===== src/rtl/assert_macros.svh =====
// ---------------------------------------------------------------------------
// Assertion macros
// Shared helpers for the concurrent checks of the GLL field extractor.
// ---------------------------------------------------------------------------
`ifndef ASSERT_MACROS_SVH
`define ASSERT_MACROS_SVH

// Same-cycle implication, disabled while reset is low
`define NGLL_ASSERT_IMPL(label, clk, rst_n, pre, post, msg) \
    label: assert property (@(posedge clk) disable iff (!rst_n) (pre) |-> (post)) \
        else $error(msg);

// Next-cycle implication, disabled while reset is low
`define NGLL_ASSERT_NEXT(label, clk, rst_n, pre, post, msg) \
    label: assert property (@(posedge clk) disable iff (!rst_n) (pre) |=> (post)) \
        else $error(msg);

`endif


===== src/rtl/ngll_pkg.sv =====
// ---------------------------------------------------------------------------
// ngll_pkg
// Types, character codes and limits shared by the GLL field extractor.
// ---------------------------------------------------------------------------
package ngll_pkg;

    // Character codes
    localparam logic [7:0] CH_NUL    = 8'h00;
    localparam logic [7:0] CH_DOLLAR = 8'h24;
    localparam logic [7:0] CH_COMMA  = 8'h2C;
    localparam logic [7:0] CH_DOT    = 8'h2E;
    localparam logic [7:0] CH_0      = 8'h30;
    localparam logic [7:0] CH_9      = 8'h39;
    localparam logic [7:0] CH_A      = 8'h41;

    // Sentence header "$GPGLL", padded to the index range
    localparam int unsigned HEADER_LEN = 6;
    localparam logic [7:0] HDR_TEXT [8] = '{
        8'h24, 8'h47, 8'h50, 8'h47, 8'h4C, 8'h4C, 8'h00, 8'h00
    };

    // Field widths and saturation limits
    localparam int unsigned LAT_W  = 30;
    localparam int unsigned LON_W  = 34;
    localparam int unsigned CHAR_W = 8;
    localparam logic [LAT_W-1:0] LAT_MAX = 30'd999999999;
    localparam logic [LON_W-1:0] LON_MAX = 34'd9999999999;

    // Field position within the sentence
    typedef enum logic [2:0] {
        FLD_HUNT,
        FLD_SKIP,
        FLD_LAT,
        FLD_NS,
        FLD_LON,
        FLD_EW,
        FLD_TIME,
        FLD_STATUS
    } t_field;

    // Coordinate accumulator, kept already scaled to the fixed-point unit
    typedef struct packed {
        logic [LON_W-1:0] acc;
        logic [2:0]       frac_cnt;
        logic             in_frac;
        logic             stopped;
    } t_coord;

    // One extracted sentence
    typedef struct packed {
        logic [LAT_W-1:0]  latitude_scaled;
        logic [CHAR_W-1:0] north_south;
        logic [LON_W-1:0]  longitude_scaled;
        logic [CHAR_W-1:0] east_west;
        logic [CHAR_W-1:0] status_char;
        logic              fix_valid;
        logic              range_flag;
    } t_result;

    // Powers of ten for digit weights
    function automatic logic [23:0] ngll_pow10(input logic [2:0] e);
        logic [23:0] p;
        unique case (e)
            3'd0:    p = 24'd1;
            3'd1:    p = 24'd10;
            3'd2:    p = 24'd100;
            3'd3:    p = 24'd1000;
            3'd4:    p = 24'd10000;
            3'd5:    p = 24'd100000;
            3'd6:    p = 24'd1000000;
            default: p = 24'd10000000;
        endcase
        return p;
    endfunction

endpackage


===== src/rtl/ngll_coord_acc.sv =====
// ---------------------------------------------------------------------------
// ngll_coord_acc
// One-byte update of a decimal coordinate, held directly in scaled units
// and saturated to the latitude or longitude limit.
// ---------------------------------------------------------------------------
module ngll_coord_acc import ngll_pkg::*; #(
    parameter int FRACTION_DIGITS = 5
) (
    input  logic [7:0] i_byte,
    input  logic       i_lon_sel,
    input  t_coord     i_cur,
    output t_coord     o_nxt,
    output logic       o_sat
);

    logic        is_digit;
    logic        frac_full;
    logic [3:0]  dval;
    logic [2:0]  expo;
    logic [27:0] addend;
    logic [37:0] base;
    logic [37:0] sum;
    logic [37:0] limit;

    // Digit weight: integer digits shift the value up, fraction digits add
    // at a falling power of ten
    always_comb begin
        is_digit  = (i_byte >= CH_0) && (i_byte <= CH_9);
        dval      = 4'(i_byte - CH_0);
        frac_full = i_cur.frac_cnt >= 3'(FRACTION_DIGITS);
        expo      = i_cur.in_frac ? 3'(FRACTION_DIGITS - 1 - int'(i_cur.frac_cnt))
                                  : 3'(FRACTION_DIGITS);
        addend    = 28'(dval) * 28'(ngll_pow10(expo));
        base      = i_cur.in_frac ? 38'(i_cur.acc)
                                  : (38'(i_cur.acc) << 3) + (38'(i_cur.acc) << 1);
        sum       = base + 38'(addend);
        limit     = i_lon_sel ? 38'(LON_MAX) : 38'(LAT_MAX);
    end

    // Next accumulator state
    always_comb begin
        o_nxt = i_cur;
        o_sat = 1'b0;
        if (!i_cur.stopped) begin
            if (is_digit) begin
                // extra fraction digits are dropped
                if (!(i_cur.in_frac && frac_full)) begin
                    if (i_cur.in_frac) begin
                        o_nxt.frac_cnt = i_cur.frac_cnt + 3'd1;
                    end
                    if (sum > limit) begin
                        o_nxt.acc = LON_W'(limit);
                        o_sat     = 1'b1;
                    end else begin
                        o_nxt.acc = sum[LON_W-1:0];
                    end
                end
            end else if (i_byte == CH_DOT && !i_cur.in_frac) begin
                o_nxt.in_frac = 1'b1;
            end else begin
                o_nxt.stopped = 1'b1;
            end
        end
    end

endmodule


===== src/rtl/ngll_parser.sv =====
// ---------------------------------------------------------------------------
// ngll_parser
// Header match, field sequencing and per-sentence holding registers.
// ---------------------------------------------------------------------------
module ngll_parser import ngll_pkg::*; #(
    parameter int FRACTION_DIGITS = 5
) (
    input  logic       i_clk,
    input  logic       i_rst_n,
    input  logic       i_step,
    input  logic [7:0] i_byte,
    output logic       o_emit,
    output t_result    o_result
);

    t_field            r_field,      n_field;
    logic [2:0]        r_hdr_idx,    n_hdr_idx;
    t_coord            r_coord,      n_coord;
    logic              r_first,      n_first;
    logic [LAT_W-1:0]  r_lat_hold,   n_lat_hold;
    logic [LON_W-1:0]  r_lon_hold,   n_lon_hold;
    logic [CHAR_W-1:0] r_ns_hold,    n_ns_hold;
    logic [CHAR_W-1:0] r_ew_hold,    n_ew_hold;
    logic [CHAR_W-1:0] r_status,     n_status;
    logic              r_sat,        n_sat;

    t_coord            coord_nxt;
    logic              coord_sat;
    logic              hdr_hit;
    logic              hdr_done;

    ngll_coord_acc #(
        .FRACTION_DIGITS (FRACTION_DIGITS)
    ) u_coord (
        .i_byte    (i_byte),
        .i_lon_sel (r_field == FLD_LON),
        .i_cur     (r_coord),
        .o_nxt     (coord_nxt),
        .o_sat     (coord_sat)
    );

    // Header byte comparison
    always_comb begin
        hdr_hit  = (r_field == FLD_HUNT) && (32'(r_hdr_idx) < HEADER_LEN)
                   && (i_byte == HDR_TEXT[r_hdr_idx]);
        hdr_done = hdr_hit && (32'(r_hdr_idx) == HEADER_LEN - 1);
    end

    // Next field and header position
    always_comb begin
        n_field   = r_field;
        n_hdr_idx = r_hdr_idx;
        priority if (i_byte == CH_NUL) begin
            n_field   = FLD_HUNT;
            n_hdr_idx = 3'd0;
        end else if (i_byte == CH_DOLLAR) begin
            n_field   = FLD_HUNT;
            n_hdr_idx = 3'd1;
        end else if (r_field == FLD_HUNT) begin
            if (hdr_done) begin
                n_field   = FLD_SKIP;
                n_hdr_idx = 3'd0;
            end else if (hdr_hit) begin
                n_hdr_idx = r_hdr_idx + 3'd1;
            end else begin
                n_hdr_idx = 3'd0;
            end
        end else if (i_byte == CH_COMMA) begin
            unique case (r_field)
                FLD_SKIP:   n_field = FLD_LAT;
                FLD_LAT:    n_field = FLD_NS;
                FLD_NS:     n_field = FLD_LON;
                FLD_LON:    n_field = FLD_EW;
                FLD_EW:     n_field = FLD_TIME;
                FLD_TIME:   n_field = FLD_STATUS;
                FLD_STATUS: begin
                    n_field   = FLD_HUNT;
                    n_hdr_idx = 3'd0;
                end
                default:    n_field = FLD_HUNT;
            endcase
        end else begin
            // field contents leave the position alone
            n_field = r_field;
        end
    end

    // Field data, holds and result request
    always_comb begin
        n_coord    = r_coord;
        n_first    = r_first;
        n_lat_hold = r_lat_hold;
        n_lon_hold = r_lon_hold;
        n_ns_hold  = r_ns_hold;
        n_ew_hold  = r_ew_hold;
        n_status   = r_status;
        n_sat      = r_sat;
        o_emit     = 1'b0;

        priority if (i_byte == CH_NUL || i_byte == CH_DOLLAR || hdr_done) begin
            // new or dropped sentence
            n_coord    = '0;
            n_first    = 1'b0;
            n_status   = '0;
            n_lat_hold = '0;
            n_lon_hold = '0;
            n_ns_hold  = '0;
            n_ew_hold  = '0;
            n_sat      = 1'b0;
        end else if (r_field == FLD_HUNT) begin
            n_coord = r_coord;
        end else if (i_byte != CH_COMMA) begin
            unique case (r_field)
                FLD_LAT, FLD_LON: begin
                    n_coord = coord_nxt;
                    if (coord_sat) begin
                        n_sat = 1'b1;
                    end
                end
                FLD_NS: begin
                    if (!r_first) begin
                        n_ns_hold = i_byte;
                        n_first   = 1'b1;
                    end
                end
                FLD_EW: begin
                    if (!r_first) begin
                        n_ew_hold = i_byte;
                        n_first   = 1'b1;
                    end
                end
                FLD_STATUS: begin
                    if (!r_first) begin
                        n_status = i_byte;
                        n_first  = 1'b1;
                    end
                end
                default: n_first = r_first;
            endcase
        end else begin
            // comma closes the field; scaled value is already final
            if (r_field == FLD_LAT) begin
                n_lat_hold = r_coord.acc[LAT_W-1:0];
            end
            if (r_field == FLD_LON) begin
                n_lon_hold = r_coord.acc;
            end
            n_coord  = '0;
            n_first  = 1'b0;
            n_status = '0;
            if (r_field == FLD_STATUS) begin
                o_emit     = 1'b1;
                n_lat_hold = '0;
                n_lon_hold = '0;
                n_ns_hold  = '0;
                n_ew_hold  = '0;
                n_sat      = 1'b0;
            end
        end
    end

    // Result as seen when the closing comma arrives
    always_comb begin
        o_result.latitude_scaled  = r_lat_hold;
        o_result.north_south      = r_ns_hold;
        o_result.longitude_scaled = r_lon_hold;
        o_result.east_west        = r_ew_hold;
        o_result.status_char      = r_status;
        o_result.fix_valid        = (r_status == CH_A);
        o_result.range_flag       = r_sat;
    end

    // State registers
    always_ff @(posedge i_clk) begin
        if (!i_rst_n) begin
            r_field    <= FLD_HUNT;
            r_hdr_idx  <= 3'd0;
            r_coord    <= '0;
            r_first    <= 1'b0;
            r_lat_hold <= '0;
            r_lon_hold <= '0;
            r_ns_hold  <= '0;
            r_ew_hold  <= '0;
            r_status   <= '0;
            r_sat      <= 1'b0;
        end else if (i_step) begin
            r_field    <= n_field;
            r_hdr_idx  <= n_hdr_idx;
            r_coord    <= n_coord;
            r_first    <= n_first;
            r_lat_hold <= n_lat_hold;
            r_lon_hold <= n_lon_hold;
            r_ns_hold  <= n_ns_hold;
            r_ew_hold  <= n_ew_hold;
            r_status   <= n_status;
            r_sat      <= n_sat;
        end
    end

endmodule


===== src/rtl/nmea_gll_field_extractor.sv =====
// ---------------------------------------------------------------------------
// nmea_gll_field_extractor
// Extracts position, hemisphere and status fields from GLL sentences.
// ---------------------------------------------------------------------------
// Usage:
//   Receive channel (i_rx_valid / o_rx_ready / i_rx_byte) takes one ASCII
//   byte per request. Result channel (o_res_valid / i_res_ready) presents one
//   request per complete sentence, raised by the comma after the status field.
//   Coordinates come out as unsigned fixed point scaled by 10^FRACTION_DIGITS
//   and saturated; o_range_flag marks a saturated coordinate.
//   Result path: o_res_valid rises once the closing comma has passed the input
//   register and the parse stage into the result register, delayed only while
//   an earlier result still waits.
//   Throughput: one byte per cycle unless a byte is stalled as below, set by
//   the single parse stage between the input register and the result register.
//   Stall: a waiting result does not stop bytes that raise no result; only a
//   byte that completes a sentence waits in the input register until the
//   result register is free, and o_rx_ready drops behind it.
//   Reset: returns to the header hunt with no sentence in progress and both
//   channels empty.
// ---------------------------------------------------------------------------
`include "assert_macros.svh"

module nmea_gll_field_extractor import ngll_pkg::*; #(
    parameter int FRACTION_DIGITS = 5
) (
    input  logic              i_clk,
    input  logic              i_rst_n,
    input  logic              i_rx_valid,
    output logic              o_rx_ready,
    input  logic [7:0]        i_rx_byte,
    output logic              o_res_valid,
    input  logic              i_res_ready,
    output logic [LAT_W-1:0]  o_latitude_scaled,
    output logic [CHAR_W-1:0] o_north_south,
    output logic [LON_W-1:0]  o_longitude_scaled,
    output logic [CHAR_W-1:0] o_east_west,
    output logic [CHAR_W-1:0] o_status_char,
    output logic              o_fix_valid,
    output logic              o_range_flag
);

    logic       r_in_vld;
    logic [7:0] r_in_byte;
    logic       r_out_vld;
    t_result    r_out;

    t_result    result;
    logic       emit_req;
    logic       out_free;
    logic       fire;
    logic       in_take;

    logic       chk_fix;
    logic       chk_range;
    logic       emit_fire;
    logic       in_stall;

    // Handshake: a byte moves on unless it needs a full result register
    always_comb begin
        out_free   = !r_out_vld || i_res_ready;
        fire       = r_in_vld && (out_free || !emit_req);
        o_rx_ready = !r_in_vld || fire;
        in_take    = i_rx_valid && o_rx_ready;
    end

    ngll_parser #(
        .FRACTION_DIGITS (FRACTION_DIGITS)
    ) u_parser (
        .i_clk    (i_clk),
        .i_rst_n  (i_rst_n),
        .i_step   (fire),
        .i_byte   (r_in_byte),
        .o_emit   (emit_req),
        .o_result (result)
    );

    // Input register
    always_ff @(posedge i_clk) begin
        if (!i_rst_n) begin
            r_in_vld <= 1'b0;
        end else if (in_take) begin
            r_in_vld <= 1'b1;
        end else if (fire) begin
            r_in_vld <= 1'b0;
        end
    end

    always_ff @(posedge i_clk) begin
        if (in_take) begin
            r_in_byte <= i_rx_byte;
        end
    end

    // Result register
    always_ff @(posedge i_clk) begin
        if (!i_rst_n) begin
            r_out_vld <= 1'b0;
        end else if (fire && emit_req) begin
            r_out_vld <= 1'b1;
        end else if (i_res_ready) begin
            r_out_vld <= 1'b0;
        end
    end

    always_ff @(posedge i_clk) begin
        if (fire && emit_req) begin
            r_out <= result;
        end
    end

    assign o_res_valid        = r_out_vld;
    assign o_latitude_scaled  = r_out.latitude_scaled;
    assign o_north_south      = r_out.north_south;
    assign o_longitude_scaled = r_out.longitude_scaled;
    assign o_east_west        = r_out.east_west;
    assign o_status_char      = r_out.status_char;
    assign o_fix_valid        = r_out.fix_valid;
    assign o_range_flag       = r_out.range_flag;

    // Check terms
    assign chk_fix   = (o_fix_valid == (o_status_char == CH_A));
    assign chk_range = (o_latitude_scaled <= LAT_MAX) && (o_longitude_scaled <= LON_MAX);
    assign emit_fire = fire && emit_req;
    assign in_stall  = r_in_vld && !fire;

    // Checks
    `NGLL_ASSERT_IMPL(a_fix_valid, i_clk, i_rst_n, o_res_valid, chk_fix, "fix flag mismatch")
    `NGLL_ASSERT_IMPL(a_coord_range, i_clk, i_rst_n, o_res_valid, chk_range, "coord over limit")
    `NGLL_ASSERT_IMPL(a_emit_space, i_clk, i_rst_n, emit_fire, out_free, "result reg occupied")
    `NGLL_ASSERT_NEXT(a_in_hold, i_clk, i_rst_n, in_stall, r_in_vld && $stable(r_in_byte), "byte lost")

endmodule

===== config.mk =====
export PLATFORM = sky130hd
export DESIGN_NAME = nmea_gll_field_extractor
export DESIGN_NICKNAME = d
export VERILOG_FILES = /design/src/rtl/ngll_pkg.sv /design/src/rtl/ngll_coord_acc.sv /design/src/rtl/ngll_parser.sv /design/src/rtl/nmea_gll_field_extractor.sv
export VERILOG_INCLUDE_DIRS = /design/src /design/src/rtl
export SDC_FILE = /design/constraint.sdc
export NUM_CORES = 1
export LEC_CHECK = 0
export BUFFER_PORTS_ARGS = -buffer_cell sky130_fd_sc_hd__buf_2
export CORE_UTILIZATION = 50
export CTS_CLUSTER_DIAMETER = 120
export DETAILED_ROUTE_END_ITERATION = 6
export PLACE_DENSITY = 0.81
export SLEW_MARGIN = 20
export SYNTH_ARGS = -nofsm -noshare
export SYNTH_HDL_FRONTEND = slang
export SYNTH_SLANG_ARGS = --single-unit

===== constraint.sdc =====
create_clock -name i_clk -period 7.67 [get_ports i_clk]
set_clock_uncertainty 0.05 [all_clocks]
set_input_delay 1.534 -clock i_clk [delete_from_list [all_inputs] [get_ports i_clk]]
set_output_delay 1.534 -clock i_clk [all_outputs]
set_load 0.005 [all_outputs]

# --- Yosys cells after proc, flatten, opt, wreduce, memory -nomap -nowiden ---
# Memory sizes are Yosys's and may differ from the RTL's.
# Cells that the tools add are included.
totals:
  reg_bits: 235
  romBits: 64
  elab_cells: 194
  memories: 1
classes:
  n_addsub: 6
  multipliers: 1
  n_lt_le_gt_ge: 6
  n_eq_ne: 36
  mux: 77
  bitwise_logic: 1
  n_reduce_logical: 43
mem_list:
  columns: ["memory", "depth", "width", "rd", "rd_ports_with_merged_regs", "write_ports", "line_no", "rtl"]
  rows:
  - ["(no name shown)", 8, 8, 1, 0, 0, "ngll_parser.sv:45", "&& (i_byte == HDR_TEXT[r_hdr_idx]);"]
op_table:
  columns: ["op", "count"]
  rows:
  - ["2-to-1 mux 34 bit", 7]
  - ["2-to-1 mux 39 bit", 5]
  - ["one-hot mux 24 bit (7 select lines)", 1]
  - ["2-to-1 mux 30 bit", 5]
  - ["2-to-1 mux 8 bit", 16]
  - ["2-to-1 mux 37 bit", 2]
  - ["2-to-1 mux 3 bit", 14]
  - ["adder 37 x 35 -> 38 bit", 1]
  - ["adder 38 x 28 -> 38 bit", 1]
  - ["greater-than comparator 38 x 34 -> 1 bit", 1]
  - ["2-to-1 mux 38 bit", 1]
  - ["multiplier 4 x 24 -> 28 bit", 1]
  - ["!= test 3 x 2 -> 1 bit (second input constant)", 9]
  - ["equality test 3 bit (second input constant)", 8]
  - ["equality test 8 x 6 -> 1 bit (second input constant)", 3]
  - ["2-to-1 mux 1 bit", 24]
  - ["one-hot mux 3 bit (6 select lines)", 1]
  - ["AND reduction 5 bit", 3]
  - ["equality test 3 x 2 -> 1 bit (second input constant)", 4]
  - ["AND reduction 3 bit", 4]
  - ["AND reduction 4 bit", 3]
  - ["AND reduction 6 bit", 2]
  - ["logical AND 1 bit", 9]
  - ["nonzero test 3 bit", 3]
  - ["28 further kinds", 42]

# --- Longest topological paths before layout ---
# Gate-level depths: netlist of run 1.
logic_depth:
  depth_word: 16
  mapped_depth: 37
  ltp_nobuf: 35

# --- Hierarchy ---
# Synthesis of run 1 repeated with hierarchy kept, for this count alone.
hier_totals:
  hier_cells: 1848
  area_unflattened_um2: 16348.2
modules_own_cells:
  columns: ["module", "instances", "cells_each", "area_each_um2", "seq_area_each_um2"]
  rows:
  - ["ngll_coord_acc", 1, 977, 7048.0, 0.0]
  - ["ngll_parser", 1, 761, 6239.7, 2702.6]
  - ["nmea_gll_field_extractor", 1, 110, 3060.4, 2982.9]

# --- Worst setup path after synthesis of run 1 ---
# OpenSTA, ideal clock, no wires.
synth_timing:
  path_kind: "reg2reg"
  startpoint: "reg u_parser.r_coord[2] (netlist bit)"
  endpoint: "reg u_parser.r_coord[20] (netlist bit)"
  setup_time_ns: 0.122
  t_arrival_ns: 7.888
  required_time_ns: 7.498
  path_slack_ns: -0.390
  path_stages_with_launch: 33
  period_less_slack_ns: 8.060
  cell_sequence: "dfxtp_1 -> clkbuf_1 -> inv_1 -> ha_1 -> nand2_1 -> nor4_1 -> inv_1 -> fa_1 -> inv_1 -> fa_1 -> inv_1 -> fa_1 -> inv_1 -> ha_1 -> clkbuf_1 -> nand2_1 -> o221a_2 -> nor2_1 -> nor3_1 -> a21boi_1 -> o31a_1 -> a311oi_4 -> a2111oi_4 -> and3_2 -> nor2_1 -> ha_1 -> or4_1 -> a221oi_1 -> a22oi_1 -> o21ai_2 -> clkbuf_8 -> nand2_4 -> o311a_1"
synth_via:
  elab_chain_cells: 15
  elab_cells_between_ends: 25
synth_rtl:
  columns: ["item", "line_no", "rtl"]
  rows:
  - ["start, declared", "ngll_parser.sv:18", "t_coord r_coord, n_coord;"]
  - ["start signal, assigned", "ngll_parser.sv:189", "r_coord <= n_coord;"]
  - ["subtractor 3 bit", "ngll_coord_acc.sv:31", "expo = i_cur.in_frac ? 3'(FRACTION_DIGITS - 1 - int'(i_cur.frac_cnt))"]
  - ["2-to-1 mux 3 bit", "ngll_coord_acc.sv:31", null]
  - ["equality test 3 bit (tied with other cells)", "ngll_pkg.sv:63", "unique case (e)"]
  - ["one-hot mux 24 bit (7 select lines)", "ngll_pkg.sv:63", null]
  - ["multiplier 4 x 24 -> 28 bit", "ngll_coord_acc.sv:33", "addend = 28'(dval) * 28'(ngll_pow10(expo));"]
  - ["adder 38 x 28 -> 38 bit", "ngll_coord_acc.sv:36", "sum = base + 38'(addend);"]
  - ["greater-than comparator 38 x 34 -> 1 bit", "ngll_coord_acc.sv:51", "if (sum > limit) begin"]
  - ["2-to-1 mux 34 bit", "ngll_coord_acc.sv:51", null]
  - ["2-to-1 mux 37 bit", "ngll_coord_acc.sv:47", "if (!(i_cur.in_frac && frac_full)) begin"]
  - ["2-to-1 mux 37 bit", "ngll_coord_acc.sv:45", "if (is_digit) begin"]
  - ["2-to-1 mux 39 bit", "ngll_coord_acc.sv:44", "if (!i_cur.stopped) begin"]
  - ["2-to-1 mux 39 bit", "ngll_parser.sv:113", "unique case (r_field)"]
  - ["2-to-1 mux 39 bit", "ngll_parser.sv:112", "end else if (i_byte != CH_COMMA) begin"]
  - ["2-to-1 mux 39 bit", "ngll_parser.sv:110", "end else if (r_field == FLD_HUNT) begin"]
  - ["2-to-1 mux 39 bit", "ngll_parser.sv:100", "priority if (i_byte == CH_NUL || i_byte == CH_DOLLAR || hdr_done) begin"]
# Several ways; a longest one is shown, not always the timed one. The select of a mux whose other input is x is not followed.
# A chain may end at the register's enable or synchronous reset.

# --- Final worst setup path of run 1 ---
layout_timing:
  startpoint: "reg u_parser.r_coord[3] (netlist bit)"
  endpoint: "reg u_parser.r_coord[23] (netlist bit)"
# The elaborated chain is that of the path after synthesis.

==> results of run 1 <==
## area by class of cell
type | instances | area, um^2 | share of cell area, %
inverters | 129 | 484 | 2.76
well taps | 390 | 488 | 2.78
repair buffers | 158 | 943 | 5.38
clock inverters | 17 | 186 | 1.06
flip-flops and latches | 235 | 5690 | 32.5
clock buffers | 27 | 642 | 3.66
multi-input cells | 1203 | 9100 | 51.9
## worst register-to-register path: cells and delay by family, from the launching register on
kind                     cells  cell delay, ns
AO/OA/AOI/OAI               14            3.11
XOR/XNOR                     1            0.20
adder cells (fa/ha/maj)      6            2.21
buffers and inverters        4            0.42
flip-flops                   1            0.33
AND/OR/NAND/NOR              5            1.18
## repair_timing
| action | CTS | global route |
|---|---|---|
| pin swaps | 0 | 15 |
| endpoints found under the setup margin | 22 | 35 |
| gates resized for setup | 3 | 54 |
| cloned | 0 | 1 |
| setup buffers | 0 | 3 |
| hold buffers | 0 | 0 |
| hold endpoints to repair | 0 | 0 |
## cells in the mapped netlist, drive strengths merged, types with 4 or more instances
| cell type | n |
|---|---|
| ha | 99 |
| o41ai | 4 |
| a21boi | 71 |
| nor2 | 83 |
| clkbuf | 52 |
| and3 | 22 |
| a22o | 6 |
| nor4 | 8 |
| nand3b | 5 |
| a221o | 7 |
| o21bai | 8 |
| edfxtp | 98 |
| a21o | 19 |
| a211oi | 15 |
| o311ai | 6 |
| dfxtp | 137 |
| nand2 | 190 |
| or2 | 5 |
| nand4 | 25 |
| fa | 59 |
| a21oi | 93 |
| nor3 | 39 |
| o211ai | 13 |
| nand3 | 88 |
| inv | 129 |
| mux2i | 31 |
| o21ai | 67 |
| nand2b | 6 |
| or4 | 4 |
| a31oi | 9 |
| nor2b | 37 |
| xor2 | 27 |
| buf | 24 |
| xnor2 | 36 |
| and4 | 7 |
| o21a | 19 |
| o31ai | 5 |
| and2 | 41 |
## routing by layer
metal  GRT usage, %  share of wire, %  up-vias
met5              0                 0        -
met3           1.95               5.6       75
met4           7.36               2.6        0
met2           38.8                46      429
li1               -                 -     6017
met1           33.4                45     5982
## flip-flops by register name, indices dropped and copies added (netlist names), 3 cells and up
register	flops
u_parser.r_coord	39
o_north_south	8
r_in_byte	8
u_parser.r_ns_hold	8
u_parser.r_lat_hold	30
o_longitude_scaled	34
u_parser.r_field	3
o_east_west	8
o_status_char	8
u_parser.r_ew_hold	8
o_latitude_scaled	30
u_parser.r_lon_hold	34
u_parser.r_status	8
u_parser.r_hdr_idx	3
## where the power goes
group	switching, mW	internal (mW)	leakage, nW
combinational	0.174	0.121	4.64
clock	0.494	0.682	0.406
sequential	0.0111	1.30	1.96
total	0.679	2.10	7.00
## cell families (layout without fill, tap and decap cells)
logic type,count (synthesis),count (layout),share of synthesized area (%)
and+or+nand+nor,572,572,18.5
AOI/OAI and AO/OA,378,378,17.3
DFF,235,235,37.1
buffers and inverters,206,331,5.60
adders and majority gates,158,158,15.8
xor gates and xnor gates,63,63,3.60
muxes,32,32,2.12
## per-stage QoR
stage | setup slack (ns) | instances | util, % | hold slack (ns)
2_1_floorplan | 0.0474 | 1644 | - | 0.358
3_3_place_gp | 0.127 | 2111 | 54.9 | 0.362
3_5_place_dp | -0.0197 | 2111 | 55.0 | 0.364
4_1_cts | 0.00610 | 2155 | 57.8 | 0.379
5_1_grt | -0.280 | 2159 | 58.7 | 0.391
6_report | 0.0710 | 2159 | 58.7 | 0.378
## path summary, 6_finish.rpt
kind / endpoint / depth (start not counted) / slack (ns) / startpoint
worst min register to register: o_latitude_scaled[9] / 0 / 0.38 / u_parser.r_lat_hold[9]
worst min-delay path: o_latitude_scaled[9] / 0 / 0.38 / u_parser.r_lat_hold[9]
worst max register to register: u_parser.r_coord[23] / 30 / 0.07 / u_parser.r_coord[3]
worst max-delay path: u_parser.r_coord[23] / 30 / 0.07 / u_parser.r_coord[3]
==> impl_metrics.env, run 1 <==
export IMPL_final_common_cell="nand2_1"
export IMPL_worstMarginPinSlew_ns=1.08
export IMPL_dpl_hpwl_mm=28.3
export IMPL_via_per_inst=5.79
export IMPL_io_buffers=103
export IMPL_root_buffer="clkbuf_16"
export IMPL_grt_max_degree=102
export IMPL_yosysTopAreaCell="edfxtp_1"
export IMPL_die_x_um=177
export IMPL_hold_viol=0
export IMPL_layout_common_cells="185 x nand2_1, 135 x dfxtp_1, 126 x inv_1"
export IMPL_initial_core_util_pct=51.3
export IMPL_worst_path_max_delay_cell="or4_1"
export IMPL_startpoint_type="flop"
export IMPL_final_min_clock_period_ns=7.60
export IMPL_synth_edff_count=98
export IMPL_cts_buffers=24
export IMPL_overflow=0
export IMPL_irDropWorstVdd_mv=0.129
export IMPL_synth_area_leaders="edfxtp_1 19%, dfxtp_1 18%, ha_1 8.1%, fa_1 7.7%, nand2_1 4.6%"
export IMPL_cp_end_kind="flop"
export IMPL_cts_tree="built"
export IMPL_dr_pass1_iters=5
export IMPL_synth_cells=1644
export IMPL_placed_area_um2=16400
export IMPL_required_ns=8.07
export IMPL_power_mw=2.78
export IMPL_clk_pin_slew_ns=0.06
export IMPL_max_freq_mhz=132
export IMPL_worst_path_max_fanout=8
export IMPL_min_period_over_period_pct=99.1
export IMPL_drc=0
export IMPL_drt_wl_total_mm=37.5
export IMPL_leakagePower_nw=7.00
export IMPL_core_area_um2=29900
export IMPL_cpPeakStageDelay_ns=0.57
export IMPL_rows=63
export IMPL_nets=1921
export IMPL_die_y_um=177
export IMPL_cts_sinks=235
export IMPL_cts_buffer_depth=3
export IMPL_crit_family="compound AO/OA/AOI/OAI gates"
export IMPL_grt_pass1_wl_mm=60.3
export IMPL_n_fill_cell=2466
export IMPL_crit_buf_inv=4
export IMPL_synth_ff_type="dfxtp_1"
export IMPL_worst_hold_path_type="reg -> reg"
export IMPL_h_tree_depth=1
export IMPL_final_setup_viol_count=0
export IMPL_groute_usage_overall_pct=23.8
export IMPL_area_delta_synth_final_pct=14.3
export IMPL_clk_latency_ns=0.53
export IMPL_syn_area_per_cell_um2=9.33
export IMPL_grt_pass1_vias=12000
export IMPL_relSlewSlack_pct=28.2
export IMPL_num_io_pins=104
export IMPL_cap_viol_max_count=0
export IMPL_vias=12500
export IMPL_crit_type="reg -> reg"
export IMPL_powerDensity_nw_per_um2=159
export IMPL_setup_tns_ns=0
export IMPL_post_route_cells_drive_above_1_share_pct=16.3
export IMPL_synth_area_um2=15300
export IMPL_ys_async_sr_fraction_pct=0
export IMPL_gp_congestion=0.927
export IMPL_synth_nets=1814
export IMPL_post_drt_wl_per_cell_um=17.4
export IMPL_ant_nets=0
export IMPL_antenna_found_initial=0
export IMPL_maxSlewViolCount=0
export IMPL_ys_warn_count=0
export IMPL_ys_seq_area_share_pct=37.1
export IMPL_die_area_um2=31400
export IMPL_ys_types=98
export IMPL_yosys_register_bits=235
export IMPL_diodes=0
export IMPL_final_area_um2=17500
export IMPL_crit_arrival_ns=8.00
export IMPL_drt_initial_drc_count=1188
export IMPL_run_status="complete, no violations"
export IMPL_yosysTopAreaCellShare_pct=19.2
(Power assumes the default switching activity.)
==> run 2, diff against run 1 <==
--- a/config.mk
+++ b/config.mk
@@ -10,7 +10,7 @@
 export CORE_UTILIZATION = 50
 export CTS_CLUSTER_DIAMETER = 120
 export DETAILED_ROUTE_END_ITERATION = 6
-export PLACE_DENSITY = 0.81
+export PLACE_DENSITY = 0.67
 export SLEW_MARGIN = 20
 export SYNTH_ARGS = -nofsm -noshare
 export SYNTH_HDL_FRONTEND = slang
==> run 2 against run 1 <==
Compared with the run above: combinational power about the same; global-route usage about the same; total power up 0.49%; first-iteration DRC count down 27%; sequential power about the same; routed wire length down 0.44%; sequential cell count unchanged; setup slack better by 0.17 ns; largest cell class unchanged; maximum frequency up 2.2%; core utilization up 0.18 points; count of clock-buffer cells in the layout unchanged.
==> impl_metrics.env, run 2 (synthesis results as in run 1) <==
export IMPL_required_ns=8.02
export IMPL_overflow=0
export IMPL_clk_latency_ns=0.53
export IMPL_max_freq_mhz=135
export IMPL_io_buffers=103
export IMPL_holdPathEnd="o_latitude_scaled[15]"
export IMPL_via_per_inst=5.67
export IMPL_setup_tns_ns=0
export IMPL_drt_initial_drc_count=867
export IMPL_cts_buffer_depth=3
export IMPL_die_y_um=177
export IMPL_die_x_um=177
export IMPL_groute_usage_overall_pct=23.8
export IMPL_cpMostUsedCell="fa_1"
export IMPL_num_io_pins=104
export IMPL_crit_arrival_ns=7.78
export IMPL_post_route_cells_drive_above_1_share_pct=17.1
export IMPL_worstMarginPinSlew_ns=1.12
export IMPL_leakagePower_nw=7.05
export IMPL_grt_pass1_vias=11600
export IMPL_die_area_um2=31400
export IMPL_layout_common_cells="186 x nand2_1, 133 x dfxtp_1, 125 x inv_1"
export IMPL_clk_pin_slew_ns=0.06
export IMPL_power_mw=2.79
export IMPL_cts_tree="built"
export IMPL_dpl_hpwl_mm=28.1
export IMPL_area_delta_synth_final_pct=14.6
export IMPL_nets=1928
export IMPL_reg_top3="u_parser.r_coord: 39 flops, o_longitude_scaled: 34 flops, u_parser.r_lon_hold: 34 flops"
export IMPL_hold_slack_ns=0.380
export IMPL_startpoint_type="flop"
export IMPL_reg2reg_slack_ns=0.24
export IMPL_grt_pass1_wl_mm=60.0
export IMPL_cts_sinks=235
export IMPL_cts_buffers=23
export IMPL_root_buffer="clkbuf_16"
export IMPL_final_setup_viol_count=0
export IMPL_initial_core_util_pct=51.3
export IMPL_min_path_cells=0
export IMPL_drc=0
export IMPL_largest_register="u_parser.r_coord"
export IMPL_irDropWorstVdd_mv=0.137
export IMPL_cap_viol_max_count=0
export IMPL_run_status="complete, no violations"
export IMPL_rr_endpoint="u_parser.r_coord[21]"
export IMPL_rows=63
export IMPL_final_min_clock_period_ns=7.43
export IMPL_grt_max_degree=102
export IMPL_hold_start="u_parser.r_lat_hold[15]"
export IMPL_relSlewSlack_pct=25.4
export IMPL_antenna_found_initial=0
export IMPL_worst_hold_path_type="reg -> reg"
export IMPL_crit_type="reg -> reg"
export IMPL_cp_end_kind="flop"
export IMPL_holdBufCountCts=0
export IMPL_r2r_cells=31
export IMPL_maxSlewViolCount=0
export IMPL_largest_register_ffs=39
export IMPL_n_fill_cell=2608
export IMPL_post_drt_wl_per_cell_um=17.3
export IMPL_ant_nets=0
export IMPL_cpPeakStageDelay_ns=0.55
export IMPL_powerDensity_nw_per_um2=159
export IMPL_dr_pass1_iters=5
export IMPL_gp_congestion=0.906
export IMPL_h_tree_depth=1
export IMPL_worst_path_max_fanout=6
export IMPL_core_area_um2=29900
export IMPL_vias=12300
export IMPL_worst_path_max_delay_cell="or4_1"
export IMPL_reg2reg_from="u_parser.r_coord[2]"
export IMPL_min_period_over_period_pct=96.9
export IMPL_drt_wl_total_mm=37.4
export IMPL_diodes=0
export IMPL_hold_viol=0
export IMPL_final_common_cell="nand2_1"
## run 2: changes by cell type in the layout (fill, tap and decap cells not counted), moves of 3 or more
cell	delta
buf_4	+10
nor3_2	+4
a21oi_2	+3
nor3_1	-3
## run 2: worst max-delay path: cells and delay by family, from the launching register on
kind	cells	cell delay (ns)
adder cells (fa/ha/maj)	6	2.09
AO/OA/AOI/OAI	15	3.17
XOR/XNOR	1	0.22
AND/OR/NAND/NOR	4	0.89
flip-flops	1	0.32
buffers and inverters	5	0.56
## run 2: cell type report
type	count	area (um^2)	area share [%]
Multi-Input combinational cell	1203	9120	51.9
Sequential cell	235	5690	32.4
Timing Repair Buffer	166	996	5.67
Clock buffer	27	602	3.42
Tap cell	390	488	2.78
Inverter	129	484	2.75
Clock inverter	15	198	1.12
## run 2: how the worst max path moves through the flow
stage                   startpoint                   end  slack [ns]  depth (start not counted)
2_1_floorplan  u_parser.r_coord[2]  u_parser.r_coord[20]        0.05                         32
3_3_place_gp   u_parser.r_coord[3]  u_parser.r_coord[35]        0.19                         29
3_5_place_dp   u_parser.r_coord[3]  u_parser.r_coord[21]       0.004                         29
4_1_cts        u_parser.r_coord[2]  u_parser.r_coord[21]        0.02                         30
5_1_grt        u_parser.r_coord[3]  u_parser.r_coord[21]       -0.10                         31
6_report       u_parser.r_coord[2]  u_parser.r_coord[21]        0.24                         31
## run 2: routing by layer
| metal | global-route usage, % | wire length (um) | up-vias |
|---|---|---|---|
| li1 | - | - | 6035 |
| met1 | 35.3 | 18600 | 5851 |
| met2 | 35.9 | 16000 | 316 |
| met3 | 2.81 | 1840 | 70 |
| met4 | 7.00 | 950 | 0 |
| met5 | 0 | 0 | - |
## run 2: repair_timing
action | CTS | global route
pin swaps | 0 | 21
gates cloned | 0 | 0
setup endpoints to repair | 12 | 35
resized for setup | 1 | 59
buffers inserted | 0 | 10
## run 2: where the power goes
part / internal (mW) / switching [mW]
clock: 0.704 / 0.485
sequential: 1.30 / 0.0105
combinational: 0.121 / 0.175
total: 2.12 / 0.671
## run 2: through the flow
stage,util (%),cells,instance area (um^2),setup slack (ns)
5_1_grt,58.8,2165,17600,-0.101
4_1_cts,57.7,2155,17200,0.0244
2_1_floorplan,-,1644,15400,0.0474
6_report,58.8,2165,17600,0.236
3_5_place_dp,55.0,2113,16400,0.00390
3_3_place_gp,55.0,2113,16400,0.193
==> run 3, diff against run 2 <==
--- a/config.mk
+++ b/config.mk
@@ -6,11 +6,12 @@
 export SDC_FILE = /design/constraint.sdc
 export NUM_CORES = 1
 export LEC_CHECK = 0
+export ABC_AREA = 1
 export BUFFER_PORTS_ARGS = -buffer_cell sky130_fd_sc_hd__buf_2
 export CORE_UTILIZATION = 50
 export CTS_CLUSTER_DIAMETER = 120
 export DETAILED_ROUTE_END_ITERATION = 6
-export PLACE_DENSITY = 0.67
+export PLACE_DENSITY = 0.66
 export SLEW_MARGIN = 20
 export SYNTH_ARGS = -nofsm -noshare
 export SYNTH_HDL_FRONTEND = slang
==> run 3 against run 2 <==
Compared with the run above: the run now ends with DRC left; critical endpoint is now u_parser.r_coord[20]; first-iteration DRC count is 31% higher; die area is 3.0% higher; core utilization is 1.8 points lower; clock power is 5% lower; global-route usage is 1.7 points higher.
==> impl_metrics.env, run 3 <==
export IMPL_run_status="finished, violations left"
export IMPL_failed_checks="DRC"
export IMPL_synth_edff_count=98
export IMPL_yosysMostFrequentCell="nand2_1"
export IMPL_groute_usage_overall_pct=25.4
export IMPL_final_min_clock_period_ns=7.14
export IMPL_synth_area_um2=15800
export IMPL_dp_worst_setup_slack_ns=0.0782
export IMPL_num_io_pins=104
export IMPL_power_mw=2.76
export IMPL_cts_tree="built"
export IMPL_cpPeakStageDelay_ns=0.58
export IMPL_antenna_found_initial=0
export IMPL_reg_top3="u_parser.r_coord: 39 flops, o_longitude_scaled: 34 flops, u_parser.r_lon_hold: 34 flops"
export IMPL_largest_register="u_parser.r_coord"
export IMPL_dpl_hpwl_mm=32.2
export IMPL_max_freq_mhz=140
export IMPL_nets=2276
export IMPL_cts_buffers=24
export IMPL_min_period_over_period_pct=93.1
export IMPL_relSlewSlack_pct=30.4
export IMPL_startpoint_type="flop"
export IMPL_die_x_um=180
export IMPL_clk_latency_ns=0.52
export IMPL_hold_slack_ns=0.361
export IMPL_crit_buf_inv=8
export IMPL_synth_cells=2006
export IMPL_cts_buffer_depth=3
export IMPL_worst_path_max_delay_cell="fa_1"
export IMPL_cts_sinks=235
export IMPL_grt_max_degree=80
export IMPL_gp_congestion=0.935
export IMPL_synth_nets=2176
export IMPL_powerDensity_nw_per_um2=157
export IMPL_crit_arrival_ns=7.44
export IMPL_yosys_register_bits=235
export IMPL_largest_register_ffs=39
export IMPL_root_buffer="clkbuf_16"
export IMPL_drt_wl_total_mm=41.0
export IMPL_final_area_um2=17600
export IMPL_cp_end_kind="flop"
export IMPL_layout_common_cells="388 x nand2_1, 283 x inv_1, 222 x nor2_1"
export IMPL_post_drt_wl_per_cell_um=16.3
export IMPL_overflow=0
export IMPL_p_sw_mw=0.701
export IMPL_yosysTopAreaCellShare_pct=18.6
export IMPL_ant_nets=0
export IMPL_switching_share_pct=25.4
export IMPL_io_buffers=103
export IMPL_met2WireLength_mm=17.4
export IMPL_dr_pass1_iters=7
export IMPL_post_route_cells_drive_above_1_share_pct=14.1
export IMPL_worstMarginPinSlew_ns=1.04
export IMPL_top_layer="met4"
export IMPL_crit_type="reg -> reg"
export IMPL_core_area_um2=30800
export IMPL_crit_family="adder cells"
export IMPL_drt_initial_drc_count=1132
export IMPL_die_area_um2=32300
export IMPL_p_comb_share_pct=11.5
export IMPL_maxSlewViolCount=0
export IMPL_via_per_inst=5.39
export IMPL_worst_path_max_fanout=12
export IMPL_ys_async_sr_fraction_pct=0
export IMPL_yosysTopAreaCell="edfxtp_1"
export IMPL_synth_area_leaders="edfxtp_1 19%, dfxtp_1 17%, nand2_1 9.2%, ha_1 7.8%, fa_1 7.5%"
export IMPL_hold_viol=0
export IMPL_die_y_um=180
export IMPL_ys_types=61
export IMPL_cap_viol_max_count=0
export IMPL_ys_warn_count=0
export IMPL_p_seq_share_pct=47.3
export IMPL_synth_common_cells="389 x nand2_1, 283 x inv_1, 230 x nor2_1, 160 x a21oi_1, 137 x dfxtp_1"
export IMPL_dr_wl_met3_mm=2.57
export IMPL_utilization_pct=57.0
export IMPL_synth_ff_type="dfxtp_1"
export IMPL_required_ns=7.97
export IMPL_worst_hold_path_type="reg -> reg"
export IMPL_grt_pass1_vias=13000
export IMPL_wl_met1_mm=20.0
export IMPL_vias=13600
export IMPL_clk_pin_slew_ns=0.06
export IMPL_irDropWorstVdd_mv=0.113
export IMPL_area_delta_synth_final_pct=11.2
export IMPL_h_tree_depth=1
export IMPL_grt_pass1_wl_mm=66.9
export IMPL_diodes=0
export IMPL_leakagePower_nw=8.07
export IMPL_ys_seq_area_share_pct=36.0
export IMPL_rows=64
export IMPL_p_int_mw=2.05
export IMPL_syn_area_per_cell_um2=7.88
export IMPL_final_setup_viol_count=0
export IMPL_placed_area_um2=16600
export IMPL_holdBufCountCts=0
export IMPL_initial_core_util_pct=51.3
export IMPL_pwr_share_clk_pct=41.1
export IMPL_final_common_cell="nand2_1"
export IMPL_setup_ws_ns=0.526
export IMPL_cpMostUsedCell="inv_1"
export IMPL_drc=12
==> run 3: changes by cell type in the layout (fill, tap and decap cells not counted), moves of 53 or more <==
cell / delta
a21boi_0: -68
a21oi_1: +72
inv_1: +158
nand2_1: +202
nor2_1: +144
o21ai_0: +53
==> run 3: final cells by class <==
class / count / area [um^2]
Fill cell: 2834 / 13200
Multi-Input combinational cell: 1419 / 8780
Sequential cell: 235 / 5690
Inverter: 298 / 1120
Timing Repair Buffer: 128 / 716
Clock buffer: 29 / 629
Tap cell: 396 / 495
Clock inverter: 15 / 146
==> run 3: metal layers <==
| metal | vias to the layer above | global-route usage [%] |
|---|---|---|
| met5 | - | 0 |
| met4 | 0 | 6.14 |
| met3 | 72 | 2.82 |
| met2 | 414 | 39.5 |
| met1 | 6315 | 37.7 |
| li1 | 6786 | - |
==> run 3: cells by family (layout without fill, tap and decap cells) <==
group                      Yosys count  after routing  share of synthesized area, %
buffers and inverters              352            470                          9.01
xor gates and xnor gates            30             30                          1.66
AOI/OAI and AO/OA                  377            377                          13.9
DFF                                235            235                          36.0
and+or+nand+nor                    844            844                          23.6
adders and majority gates          158            158                          15.3
muxes                               10             10                         0.633
==> run 3: path summary, 6_finish.rpt <==
kind                                 to  slack [ns]                     from  depth (start not counted)
hold reg to reg   o_latitude_scaled[14]        0.36  u_parser.r_lat_hold[14]                          0
setup / recovery   u_parser.r_coord[20]        0.53      u_parser.r_coord[2]                         34
setup reg to reg   u_parser.r_coord[20]        0.53      u_parser.r_coord[2]                         34
hold / removal    o_latitude_scaled[14]        0.36  u_parser.r_lat_hold[14]                          0
==> run 3: timing repair <==
action,4_1_cts,5_1_grt
resized for setup,0,23
setup endpoints to repair,0,35
buffers inserted,0,13
==> run 3: per-stage QoR <==
step | std cells | setup TNS (ns)
floorplan | 2006 | 0
global placement | 2462 | 0
detailed placement | 2462 | 0
CTS | 2506 | 0
global route | 2520 | -0.0710
finish | 2520 | 0
==> run 3: power by group through the flow <==
stage	sequential [mW]	combinational, mW	clock (mW)
floorplan	1.33	0.225	0
global placement	1.33	0.310	0
detailed placement	1.33	0.310	0
CTS	1.30	0.312	1.16
global route	1.30	0.358	1.20
finish	1.30	0.317	1.13
